$ cat config.mk
export PLATFORM = sky130hd
export DESIGN_NAME = capacity_admission_scheduler
export DESIGN_NICKNAME = d
export VERILOG_FILES = /design/src/rtl/cas_pkg.sv /design/src/rtl/capacity_admission_scheduler.sv
export SDC_FILE = /design/constraint.sdc
export NUM_CORES = 2
export LEC_CHECK = 0
export BUFFER_PORTS_ARGS = -buffer_cell sky130_fd_sc_hd__buf_4
export CAP_MARGIN = 20
export CORE_ASPECT_RATIO = 0.9
export CORE_MARGIN = 3
export CORE_UTILIZATION = 55
export DETAILED_ROUTE_END_ITERATION = 10
export GPL_TIMING_DRIVEN = 1
export PLACE_DENSITY_LB_ADDON = 0.2
export REMOVE_ABC_BUFFERS = 1
export SETUP_SLACK_MARGIN = 0.2
export SLEW_MARGIN = 20
export SYNTH_ARGS = -nofsm -noshare
export SYNTH_HDL_FRONTEND = slang
export SYNTH_SLANG_ARGS = --single-unit
$ cat constraint.sdc
create_clock -name aclk -period 13.95 [get_ports aclk]
set_clock_uncertainty 0.2 [all_clocks]
set_input_delay 0.6975 -clock aclk [delete_from_list [all_inputs] [get_ports aclk]]
set_output_delay 0.6975 -clock aclk [all_outputs]
set_load 0.02 [all_outputs]
$ cat src/rtl/cas_pkg.sv
package cas_pkg;

    localparam int unsigned USAGE_W    = 8;
    localparam int unsigned DUR_W      = 16;
    localparam int unsigned TIME_W     = 32;
    localparam int unsigned ENTRY_W    = USAGE_W + DUR_W;

    localparam logic [USAGE_W-1:0] CAPACITY_RESET = 8'd100;
    localparam logic [TIME_W-1:0]  TIME_MAX       = 32'hFFFF_FFFF;

    typedef enum logic [2:0] {
        ST_IDLE,
        ST_FIND,
        ST_DECIDE,
        ST_UPDATE,
        ST_ADMIT,
        ST_REJECT
    } state_t;

endpackage

$ cat src/rtl/capacity_admission_scheduler.sv
// Admission scheduler for jobs sharing one resource capacity. Each input beat is a job
// (usage, duration); each job gives exactly one output beat with its start time, or
// rejected=1 and start_time=0 when its usage alone is above the capacity. Accepted jobs
// sit in a table of SLOTS entries; while the job does not fit (capacity or table full)
// the block retires the jobs with the least remaining time and advances its clock by
// that time, which saturates at its maximum. An admitted job takes one search pass over the
// table, plus an update pass and a search pass for each completion step it needs, since every
// step streams all slots through the single read port of the slot memory twice. The capacity
// register (reset 100) is to be written through the cfg port only while idle; the user must
// keep to this, as the block itself does not enforce it (cfg_ready is always 1). A new
// job is taken as soon as the previous one has left the scheduler, and its result may
// still wait in the output register.
module capacity_admission_scheduler
    import cas_pkg::*;
#(
    parameter int unsigned SLOTS = 128
) (
    input  logic                 aclk,
    input  logic                 aresetn,

    input  logic                 cfg_valid,
    output logic                 cfg_ready,
    input  logic [USAGE_W-1:0]   cfg_data,

    input  logic                 s_valid,
    output logic                 s_ready,
    input  logic [USAGE_W-1:0]   s_job_usage,
    input  logic [DUR_W-1:0]     s_job_duration,

    output logic                 m_valid,
    input  logic                 m_ready,
    output logic [TIME_W-1:0]    m_start_time,
    output logic                 m_rejected
);

    localparam int unsigned IW = (SLOTS > 1) ? $clog2(SLOTS) : 1;
    localparam int unsigned CW = $clog2(SLOTS + 1);
    localparam logic [CW-1:0] SCAN_END = CW'(SLOTS);

    state_t state_reg, state_next;

    logic [ENTRY_W-1:0]  slot_mem [SLOTS];
    logic [ENTRY_W-1:0]  mem_q_reg;
    logic [SLOTS-1:0]    active_reg;

    logic [USAGE_W-1:0]  capacity_reg;
    logic [USAGE_W-1:0]  used_reg, used_next;
    logic [TIME_W-1:0]   time_reg, time_next;
    logic [USAGE_W-1:0]  job_usage_reg;
    logic [DUR_W-1:0]    job_dur_reg;

    logic [CW-1:0]       scan_cnt_reg, scan_cnt_next;
    logic                p_vld_reg;
    logic [IW-1:0]       p_idx_reg;
    logic                least_vld_reg, least_vld_next;
    logic [DUR_W-1:0]    least_reg, least_next;
    logic                free_vld_reg, free_vld_next;
    logic [IW-1:0]       free_idx_reg, free_idx_next;

    logic                m_valid_reg, m_valid_next;
    logic [TIME_W-1:0]   m_start_reg, m_start_next;
    logic                m_rej_reg, m_rej_next;

    // control
    logic                in_fire;
    logic                out_free;
    logic                scan_issue;
    logic                scan_done;
    logic                scan_clr;
    logic                scan_rewind;
    logic                fits;
    logic                admit_fire;
    logic                reject_fire;
    logic                upd_retire;
    logic                upd_write;

    // datapath views
    logic                act_q;
    logic [USAGE_W-1:0]  q_usage;
    logic [DUR_W-1:0]    q_rem;
    logic [TIME_W:0]     time_sum;
    logic                mem_we;
    logic [IW-1:0]       mem_waddr;
    logic [ENTRY_W-1:0]  mem_wdata;

    assign act_q    = active_reg[p_idx_reg];
    assign q_usage  = mem_q_reg[ENTRY_W-1:DUR_W];
    assign q_rem    = mem_q_reg[DUR_W-1:0];
    assign time_sum = {1'b0, time_reg} + (TIME_W + 1)'(least_reg);

    assign out_free  = !m_valid_reg || m_ready;
    assign in_fire   = s_valid && s_ready;
    assign scan_done = (scan_cnt_reg == SCAN_END) && !p_vld_reg;
    assign fits      = free_vld_reg
                       && (({1'b0, used_reg} + {1'b0, job_usage_reg}) <= {1'b0, capacity_reg});

    assign cfg_ready    = 1'b1;
    assign m_valid      = m_valid_reg;
    assign m_start_time = m_start_reg;
    assign m_rejected   = m_rej_reg;

    // next state
    always_comb begin
        state_next = state_reg;
        case (state_reg)
            ST_IDLE: begin
                if (in_fire) begin
                    state_next = (s_job_usage > capacity_reg) ? ST_REJECT : ST_FIND;
                end
            end
            ST_FIND: begin
                if (scan_done) state_next = ST_DECIDE;
            end
            ST_DECIDE: begin
                if (fits || !least_vld_reg) state_next = ST_ADMIT;
                else state_next = ST_UPDATE;
            end
            ST_UPDATE: begin
                if (scan_done) state_next = ST_FIND;
            end
            ST_ADMIT: begin
                if (out_free) state_next = ST_IDLE;
            end
            ST_REJECT: begin
                if (out_free) state_next = ST_IDLE;
            end
            default: state_next = ST_IDLE;
        endcase
    end

    // control outputs
    always_comb begin
        s_ready     = 1'b0;
        scan_issue  = 1'b0;
        scan_clr    = 1'b0;
        scan_rewind = 1'b0;
        admit_fire  = 1'b0;
        reject_fire = 1'b0;
        upd_retire  = 1'b0;
        upd_write   = 1'b0;
        case (state_reg)
            ST_IDLE: begin
                s_ready  = 1'b1;
                scan_clr = 1'b1;
            end
            ST_FIND: begin
                scan_issue = (scan_cnt_reg != SCAN_END);
            end
            ST_DECIDE: begin
                // keep least and free slot for the update pass and admission
                scan_rewind = 1'b1;
            end
            ST_UPDATE: begin
                scan_issue = (scan_cnt_reg != SCAN_END);
                scan_clr   = scan_done;
                upd_retire = p_vld_reg && act_q && (q_rem == least_reg);
                upd_write  = p_vld_reg && act_q && (q_rem != least_reg);
            end
            ST_ADMIT: begin
                admit_fire = out_free;
            end
            ST_REJECT: begin
                reject_fire = out_free;
            end
            default: ;
        endcase
    end

    // datapath next values
    always_comb begin
        scan_cnt_next  = scan_cnt_reg;
        least_vld_next = least_vld_reg;
        least_next     = least_reg;
        free_vld_next  = free_vld_reg;
        free_idx_next  = free_idx_reg;
        used_next      = used_reg;
        time_next      = time_reg;
        m_valid_next   = m_valid_reg && !m_ready;
        m_start_next   = m_start_reg;
        m_rej_next     = m_rej_reg;
        mem_we         = 1'b0;
        mem_waddr      = p_idx_reg;
        mem_wdata      = {q_usage, q_rem - least_reg};

        if (scan_clr) begin
            scan_cnt_next  = '0;
            least_vld_next = 1'b0;
            free_vld_next  = 1'b0;
        end else if (scan_rewind) begin
            scan_cnt_next = '0;
        end else if (scan_issue) begin
            scan_cnt_next = scan_cnt_reg + CW'(1);
        end

        // search pass: least remaining time among active slots, lowest free slot
        if (state_reg == ST_FIND && p_vld_reg) begin
            if (act_q) begin
                if (!least_vld_reg || q_rem < least_reg) begin
                    least_vld_next = 1'b1;
                    least_next     = q_rem;
                end
            end else if (!free_vld_reg) begin
                free_vld_next = 1'b1;
                free_idx_next = p_idx_reg;
            end
        end

        // empty table always fits, drop any stale usage
        if (state_reg == ST_DECIDE && !fits && !least_vld_reg) begin
            used_next = '0;
        end

        if (upd_retire) begin
            used_next = (used_reg >= q_usage) ? used_reg - q_usage : '0;
        end
        if (upd_write) begin
            mem_we = 1'b1;
        end
        if (state_reg == ST_UPDATE && scan_done) begin
            time_next = time_sum[TIME_W] ? TIME_MAX : time_sum[TIME_W-1:0];
        end

        if (admit_fire) begin
            mem_we       = 1'b1;
            mem_waddr    = free_idx_reg;
            mem_wdata    = {job_usage_reg, job_dur_reg};
            used_next    = used_reg + job_usage_reg;
            m_valid_next = 1'b1;
            m_start_next = time_reg;
            m_rej_next   = 1'b0;
        end
        if (reject_fire) begin
            m_valid_next = 1'b1;
            m_start_next = '0;
            m_rej_next   = 1'b1;
        end
    end

    // slot memory: one write port, one registered read port
    always_ff @(posedge aclk) begin
        if (mem_we) begin
            slot_mem[mem_waddr] <= mem_wdata;
        end
        mem_q_reg <= slot_mem[scan_cnt_reg[IW-1:0]];
    end

    always_ff @(posedge aclk) begin
        if (!aresetn) begin
            state_reg     <= ST_IDLE;
            active_reg    <= '0;
            capacity_reg  <= CAPACITY_RESET;
            used_reg      <= '0;
            time_reg      <= '0;
            scan_cnt_reg  <= '0;
            p_vld_reg     <= 1'b0;
            least_vld_reg <= 1'b0;
            free_vld_reg  <= 1'b0;
            m_valid_reg   <= 1'b0;
        end else begin
            state_reg     <= state_next;
            used_reg      <= used_next;
            time_reg      <= time_next;
            scan_cnt_reg  <= scan_cnt_next;
            p_vld_reg     <= scan_issue;
            least_vld_reg <= least_vld_next;
            free_vld_reg  <= free_vld_next;
            m_valid_reg   <= m_valid_next;
            if (cfg_valid && cfg_ready) begin
                capacity_reg <= cfg_data;
            end
            if (upd_retire) begin
                active_reg[p_idx_reg] <= 1'b0;
            end
            if (admit_fire) begin
                active_reg[free_idx_reg] <= 1'b1;
            end
        end
    end

    always_ff @(posedge aclk) begin
        p_idx_reg    <= scan_cnt_reg[IW-1:0];
        least_reg    <= least_next;
        free_idx_reg <= free_idx_next;
        m_start_reg  <= m_start_next;
        m_rej_reg    <= m_rej_next;
        if (in_fire) begin
            job_usage_reg <= s_job_usage;
            job_dur_reg   <= s_job_duration;
        end
    end

    // an oversized job goes straight to the reject path
    a_reject_path: assert property (@(posedge aclk) disable iff (!aresetn)
        in_fire && (s_job_usage > capacity_reg) |=> state_reg == ST_REJECT)
        else $error("oversized job not routed to reject");

    // admission always has a free slot picked by the search pass
    a_admit_slot: assert property (@(posedge aclk) disable iff (!aresetn)
        state_reg == ST_ADMIT |-> free_vld_reg && !active_reg[free_idx_reg])
        else $error("admit without a free slot");

    // least found by the search pass is a lower bound for every active slot
    a_least_min: assert property (@(posedge aclk) disable iff (!aresetn)
        state_reg == ST_UPDATE && p_vld_reg && act_q |-> least_vld_reg && q_rem >= least_reg)
        else $error("update pass below least remaining time");

    // a rejected result reports time zero
    a_reject_time: assert property (@(posedge aclk) disable iff (!aresetn)
        m_valid_reg && m_rej_reg |-> m_start_reg == '0)
        else $error("rejected beat with nonzero start time");

    // results never overwrite a beat that is still waiting
    a_no_overrun: assert property (@(posedge aclk) disable iff (!aresetn)
        m_valid_reg && !m_ready |-> !admit_fire && !reject_fire)
        else $error("result overwritten before taken");

endmodule

### Word-level counts from Yosys, hierarchy flattened

Memory sizes are Yosys's and may differ from the RTL's. A register that Yosys moved wholly into a read port is not among the register bits.
Index checks and enable logic that the tools add are counted.

| cells by class | value |
|---|---|
| $add $sub $neg | 6 |
| $lt $le $gt $ge | 8 |
| equality and inequality tests | 13 |
| muxes and demuxes | 45 |
| bitwise operators | 6 |
| reduce and logical (&&, ||, !) cells | 29 |

Operator list:

| operator | count |
|---|---|
| $mux W128 | 3 |
| $and A128 B128 Y128 | 1 |
| $not A128 Y128 | 1 |
| $or A128 B128 Y128 | 1 |
| $add A32 B16 Y33 | 1 |
| $mux W32 | 1 |
| $mux W8 | 4 |
| $mux W1 | 24 |
| $mux W24 | 1 |
| $mux W3 | 6 |
| $eq A16 B16 Y1 | 1 |
| $lt A16 B16 Y1 | 1 |
| $lt A7 B8 Y1 const B | 2 |
| $ne A16 B16 Y1 | 1 |
| $sub A16 B16 Y16 | 1 |
| $pmux W3 S5 | 1 |
| $demux W1 S7 | 2 |
| $ge A7 B1 Y1 const B | 2 |
| $logic_and A1 B1 Y1 | 13 |
| $add A8 B8 Y9 | 1 |
| $le A9 B8 Y1 | 1 |
| $add A8 B1 Y8 const B | 1 |
| $add A8 B8 Y8 | 1 |
| $eq A8 B8 Y1 const B | 1 |
| 21 further kinds | 35 |

| storage, ports and cells | value |
|---|---|
| register bits after elaboration | 278 |
| bits in writable memories | 3072 |
| input bits | 37 |
| output and inout port bits | 36 |
| logic and storage cells | 125 |
| memories | 1 |

Memories:

| name | depth | width | read ports | clocked after Yosys merged registers in | write ports | RTL line | RTL |
|---|---|---|---|---|---|---|---|
| slot_mem | 128 | 24 | 1 | 1 | 1 | capacity_admission_scheduler.sv:42 | `logic [ENTRY_W-1:0] slot_mem [SLOTS];` |

### Depth between registers and ports, before layout

| depth | value |
|---|---|
| depth in word-level cells | 10 |
| gate-level depth with buffers | 18 |
| depth with buffers taken out | 18 |

### Worst setup path after synthesis

Ideal clock, no wire load.

| timing path | value |
|---|---|
| path kind | register to register |
| start point | register least_reg[1] |
| end point | memory slot_mem[0][15] (netlist name) (data pin) |
| setup time | 1.225 ns |
| arrival time | 7.578 ns |
| data required time | 12.525 ns |
| setup slack | 4.947 ns |
| cell stages (with the launch flop) | 11 |
| buffers on the path | 0 |
| period minus slack after synthesis | 9.003 ns |
| path through | edfxtp_1 inv_1 ha_1 nor2b_1 o31a_1 o211ai_1 a211oi_1 o41a_1 o211a_1 o21a_1 o31ai_1 |

| between the ends | value |
|---|---|
| cells in the longest elaborated chain, start to end | 2 |

Ends and longest elaborated chain:

| item | RTL line | RTL |
|---|---|---|
| start: declaration | capacity_admission_scheduler.sv:56 | `logic [DUR_W-1:0] least_reg, least_next;` |
| start signal: assignment | capacity_admission_scheduler.sv:282 | `least_reg <= least_next;` |
| $sub A16 B16 Y16 | capacity_admission_scheduler.sv:183 | `mem_wdata = {q_usage, q_rem - least_reg};` |
| $mux W24 | capacity_admission_scheduler.sv:223 | `if (admit_fire) begin` |
| named net mem_wdata[15] | capacity_admission_scheduler.sv:84 | `logic [ENTRY_W-1:0] mem_wdata;` |
| end: declaration | capacity_admission_scheduler.sv:42 |  |

The timed path passes the listed nets, and every way through them passes these cells.

==> results_tabular.tex <==
\begin{tabular}{lr}
\hline
Metric & Value \\
\hline
\multicolumn{2}{l}{\textbf{Outcome}} \\
Status & finished clean \\
\multicolumn{2}{l}{\textbf{STA}} \\
Slew Viols, Final & 0 \\
Max\_slew headroom & 18.0\% \\
Maximum clock frequency & between 150 and 200 MHz \\
Final hold vios & 0 \\
Setup repair after global routing missed its margin & no \\
Final critical-path share of the clock period & 41.0\% \\
Transition time at the pin with the least slew margin & roughly 1200 ps \\
Post-layout min period & 5720 ps \\
Setup violators final & 0 \\
\multicolumn{2}{l}{\textbf{Critical path}} \\
Critical Path Slowest Stage Cell & dfxtp\_4 \\
Arrival time of data at the critical path endpoint & roughly 6300 ps \\
Crit-path max cell delay & $\sim$800 ps \\
Number of cells on the worst reg-to-reg path & 8 \\
Cell-by-cell trace of the critical path & buf\_4 > buf\_4 > buf\_12 > mux4\_2 > mux4\_2 > mux2i\_1 > o22ai\_1 > or3\_1 \\
Type of element launching the critical path & register \\
Category of the critical setup timing path & register to register \\
Data required time of the critical path & between 10000 and 15000 ps \\
Setup slack, reg-to-reg & a little over 8000 ps \\
CP endpoint kind & register \\
Crit path max fanout & 97 \\
\multicolumn{2}{l}{\textbf{Routing}} \\
Met3 routed WL & 36800 microns \\
Met1 Wirelength & 137000 microns \\
Routed wirelength normalized by instance count & 33.9 microns \\
Number of iterations in the first detailed-routing pass & 6 \\
\# DRC & 0 \\
Routed vias & a little under 70k \\
Number of vias per cell & 6.71 \\
Iteration-0 DRC count of the detailed router & roughly 9.8k \\
Antenna viol nets, final & 0 \\
DR WL met2 & 160000 microns \\
Drt total wl & 344000 microns \\
Highest metal used & met5 \\
\multicolumn{2}{l}{\textbf{Power and ir drop}} \\
Peak ir drop on the vdd network & 0.118 mV \\
Leakage dissipation & between 40 and 50 nW \\
Power density over the cells & 139 nW/um\^{}2 \\
Total design power & about 21 mW \\
\multicolumn{2}{l}{\textbf{Synthesis}} \\
Count of unique library cells instantiated by Yosys & 85 \\
Number of warnings reported in the yosys synthesis log & 0 \\
Fraction of the mapped netlist area in compound gates & under 10\% \\
Proportion of synthesized area in mux cells & between 10\% and 20\% \\
Xor/xnor share of the synthesized area & 0.257\% \\
Async SR Flop Fraction & 0\% \\
Average size of a mapped cell & just over 20 sq um \\
Commonest register cell after synthesis & edfxtp\_1 \\
Number of flops mapped to enable cells by yosys & 3119 \\
Simple-gate area share of the yosys netlist & under 10\% \\
Number of register bits inferred by synthesis & approximately 3.4k \\
Post-synthesis instance total & 6397 \\
Cell area after synthesis & $\sim$130000 sq um \\
Dominant combinational cell family by area after synthesis & multiplexers \\
Sequential-to-total area share from yosys stat & 74.4\% \\
Adder and majority gate portion of the synthesized area & less than 1\% \\
\multicolumn{2}{l}{\textbf{Place}} \\
Placed Instance Area & around 140000 sq um \\
Placed wire-length estimate & 200000 microns \\
Port buffer count & just over 70 \\
Count of placed standard cells including taps & approximately 9.5k \\
Final weighted congestion in routability-driven placement & between 0.8 and 0.9 \\
\multicolumn{2}{l}{\textbf{Floorplan}} \\
Effective utilization at floorplan & a little under three fifths \\
Die ar. & 247000 sq um \\
Vertical extent of the die & 472 microns \\
Core Area & 239000 sq um \\
Total I/O pin count & 73 \\
Std-Cell Rows & 170 \\
Die Wd & 524 microns \\
\multicolumn{2}{l}{\textbf{Clock network}} \\
Depth of the CTS H-tree & 5 \\
Count of clock tree sinks & about 3.4k \\
Num CTS Buffers & roughly 340 \\
Clock tree buffer depth & 4 \\
Clock insertion delay at the later pin of the skew report & around 890 ps \\
TritonCTS clock tree & built \\
Number of resized instances in the post-cts repair step & 0 \\
Clk root buf & clkbuf\_16 \\
Clock transition at the registers of the reported paths & 60 ps \\
\multicolumn{2}{l}{\textbf{Final layout}} \\
Final non-filler cell total & 10.1k \\
Commonest non-fill, non-tap cell in the layout & edfxtp\_1 \\
Most used cells in the layout excluding fill and tap cells & edfxtp\_1 (3119), mux4\_2 (991), clkbuf\_16 (345), nand2\_1 (329), buf\_4 (257) \\
Layout cells sized above 1 & approximately 28\% \\
Final net count & 6788 \\
Max reg flops & about 3k \\
Post-route design area & around 150000 sq um \\
Layout overhead on the synthesized area & 12.6\% \\
\multicolumn{2}{l}{\textbf{Global route}} \\
Maximum number of pins on one net before global-route repair & around 110 \\
GRT Resource Usage Total & 27.9\% \\
Initial antenna violation count & 21 \\
Vias in the first global route & $\sim$66k \\
First-pass GRT wire length & just under 500000 microns \\
Global route total overflow & 0 \\
\multicolumn{2}{l}{\textbf{Run}} \\
Count of max-cap constraint violations & 0 \\
\multicolumn{2}{l}{\textbf{Hold path}} \\
Worst Hold Class & input port to register \\
Cell depth of the worst min-delay path & 3 \\
\hline
\end{tabular}
[cell usage after synthesis (all sizes together), types with 5 or more instances]
cell	instances	share of area [%]
xnor2	23	0.15
dfxtp	255	3.8
xor2	16	0.11
nor2b	20	0.094
o21ai	111	0.44
o21bai	5	0.037
a21o	20	0.11
nor3b	8	0.045
buf	170	0.63
and2	12	0.057
or3	9	0.042
nor3	42	0.18
nor4	13	0.13
o31ai	13	0.084
nand2	330	0.93
mux2i	51	0.38
ha	66	0.62
a221o	5	0.038
nor2	242	0.68
a2111oi	5	0.052
nand3b	8	0.045
or4	5	0.028
nand4	20	0.099
mux4	993	17
o221ai	12	0.079
and3	20	0.094
a21oi	188	0.71
a211oi	9	0.051
o211ai	7	0.040
clkbuf	201	0.57
a221oi	14	0.092
a311oi	128	0.84
mux2	17	0.14
o21a	15	0.085
nand3	28	0.11
o22ai	11	0.052
a31oi	25	0.12
edfxtp	3119	71
inv	67	0.19
nand2b	32	0.15
[area by class of cell]
class,count,area [sq um]
Antenna cell,12,30.0
Fill cell,16012,89800
Multi-Input combinational cell,2581,33200
Clock buffer,431,9080
Inverter,71,269
Sequential cell,3374,98800
Tap cell,3182,3980
Clock inverter,172,1490
Timing Repair Buffer,316,2670
[logic make-up after synthesis]
kind of cell | count (synthesis)
buf+inv | 442
xor+xnor | 39
flops | 3374
other cells | 1
compound gates | 606
fa+ha+maj | 70
mux | 1061
simple gates | 804
[where the power goes]
| part | switching (mW) | internal (mW) |
|---|---|---|
| clock | 3.76 | 5.02 |
| sequential | 0.0268 | 11.2 |
| combinational | 0.579 | 0.240 |
| total | 4.37 | 16.5 |
[metrics by stage]
stage / setup TNS (ps) / setup slack [ps] / hold slack (ps) / util [%]
3_5_place_dp: 0 / 8200 / 243 / 57.8
2_1_floorplan: -1343430 / -20120 / 208 / -
4_1_cts: 0 / 8190 / 15.2 / 62.4
5_1_grt: 0 / 7820 / 43.5 / 62.5
6_report: 0 / 8230 / 70.4 / 62.5
3_3_place_gp: 0 / 8270 / 235 / 57.8
[worst max-delay path, delay by kind of cell (launching register included)]
kind,cells,cell delay (ps)
compound gates,1,120
buf+inv,3,2110
flops,1,800
simple gates,1,390
mux,3,1760
[per-layer routing]
layer	track usage [%]	up-vias
li1	-	27341
met5	0	-
met3	5.81	543
met2	41.9	3988
met1	42.2	36137
met4	7.58	8
[worst paths after layout]
check | from | to
worst max register to register | scan_cnt_reg[0] | mem_q_reg[13]
worst max-delay path | scan_cnt_reg[0] | mem_q_reg[13]
worst min register to register | m_start_time[16] | m_start_time[16]
worst min-delay path | s_valid | state_reg[2]
[repair_timing]
| item | 4_1_cts | 5_1_grt |
|---|---|---|
| hold buffers | 44 | 0 |
| setup buffers | 0 | 0 |
| endpoints found under the setup margin | 0 | 0 |
| hold endpoints to repair | 33 | 0 |
(Power assumes the default switching activity.)
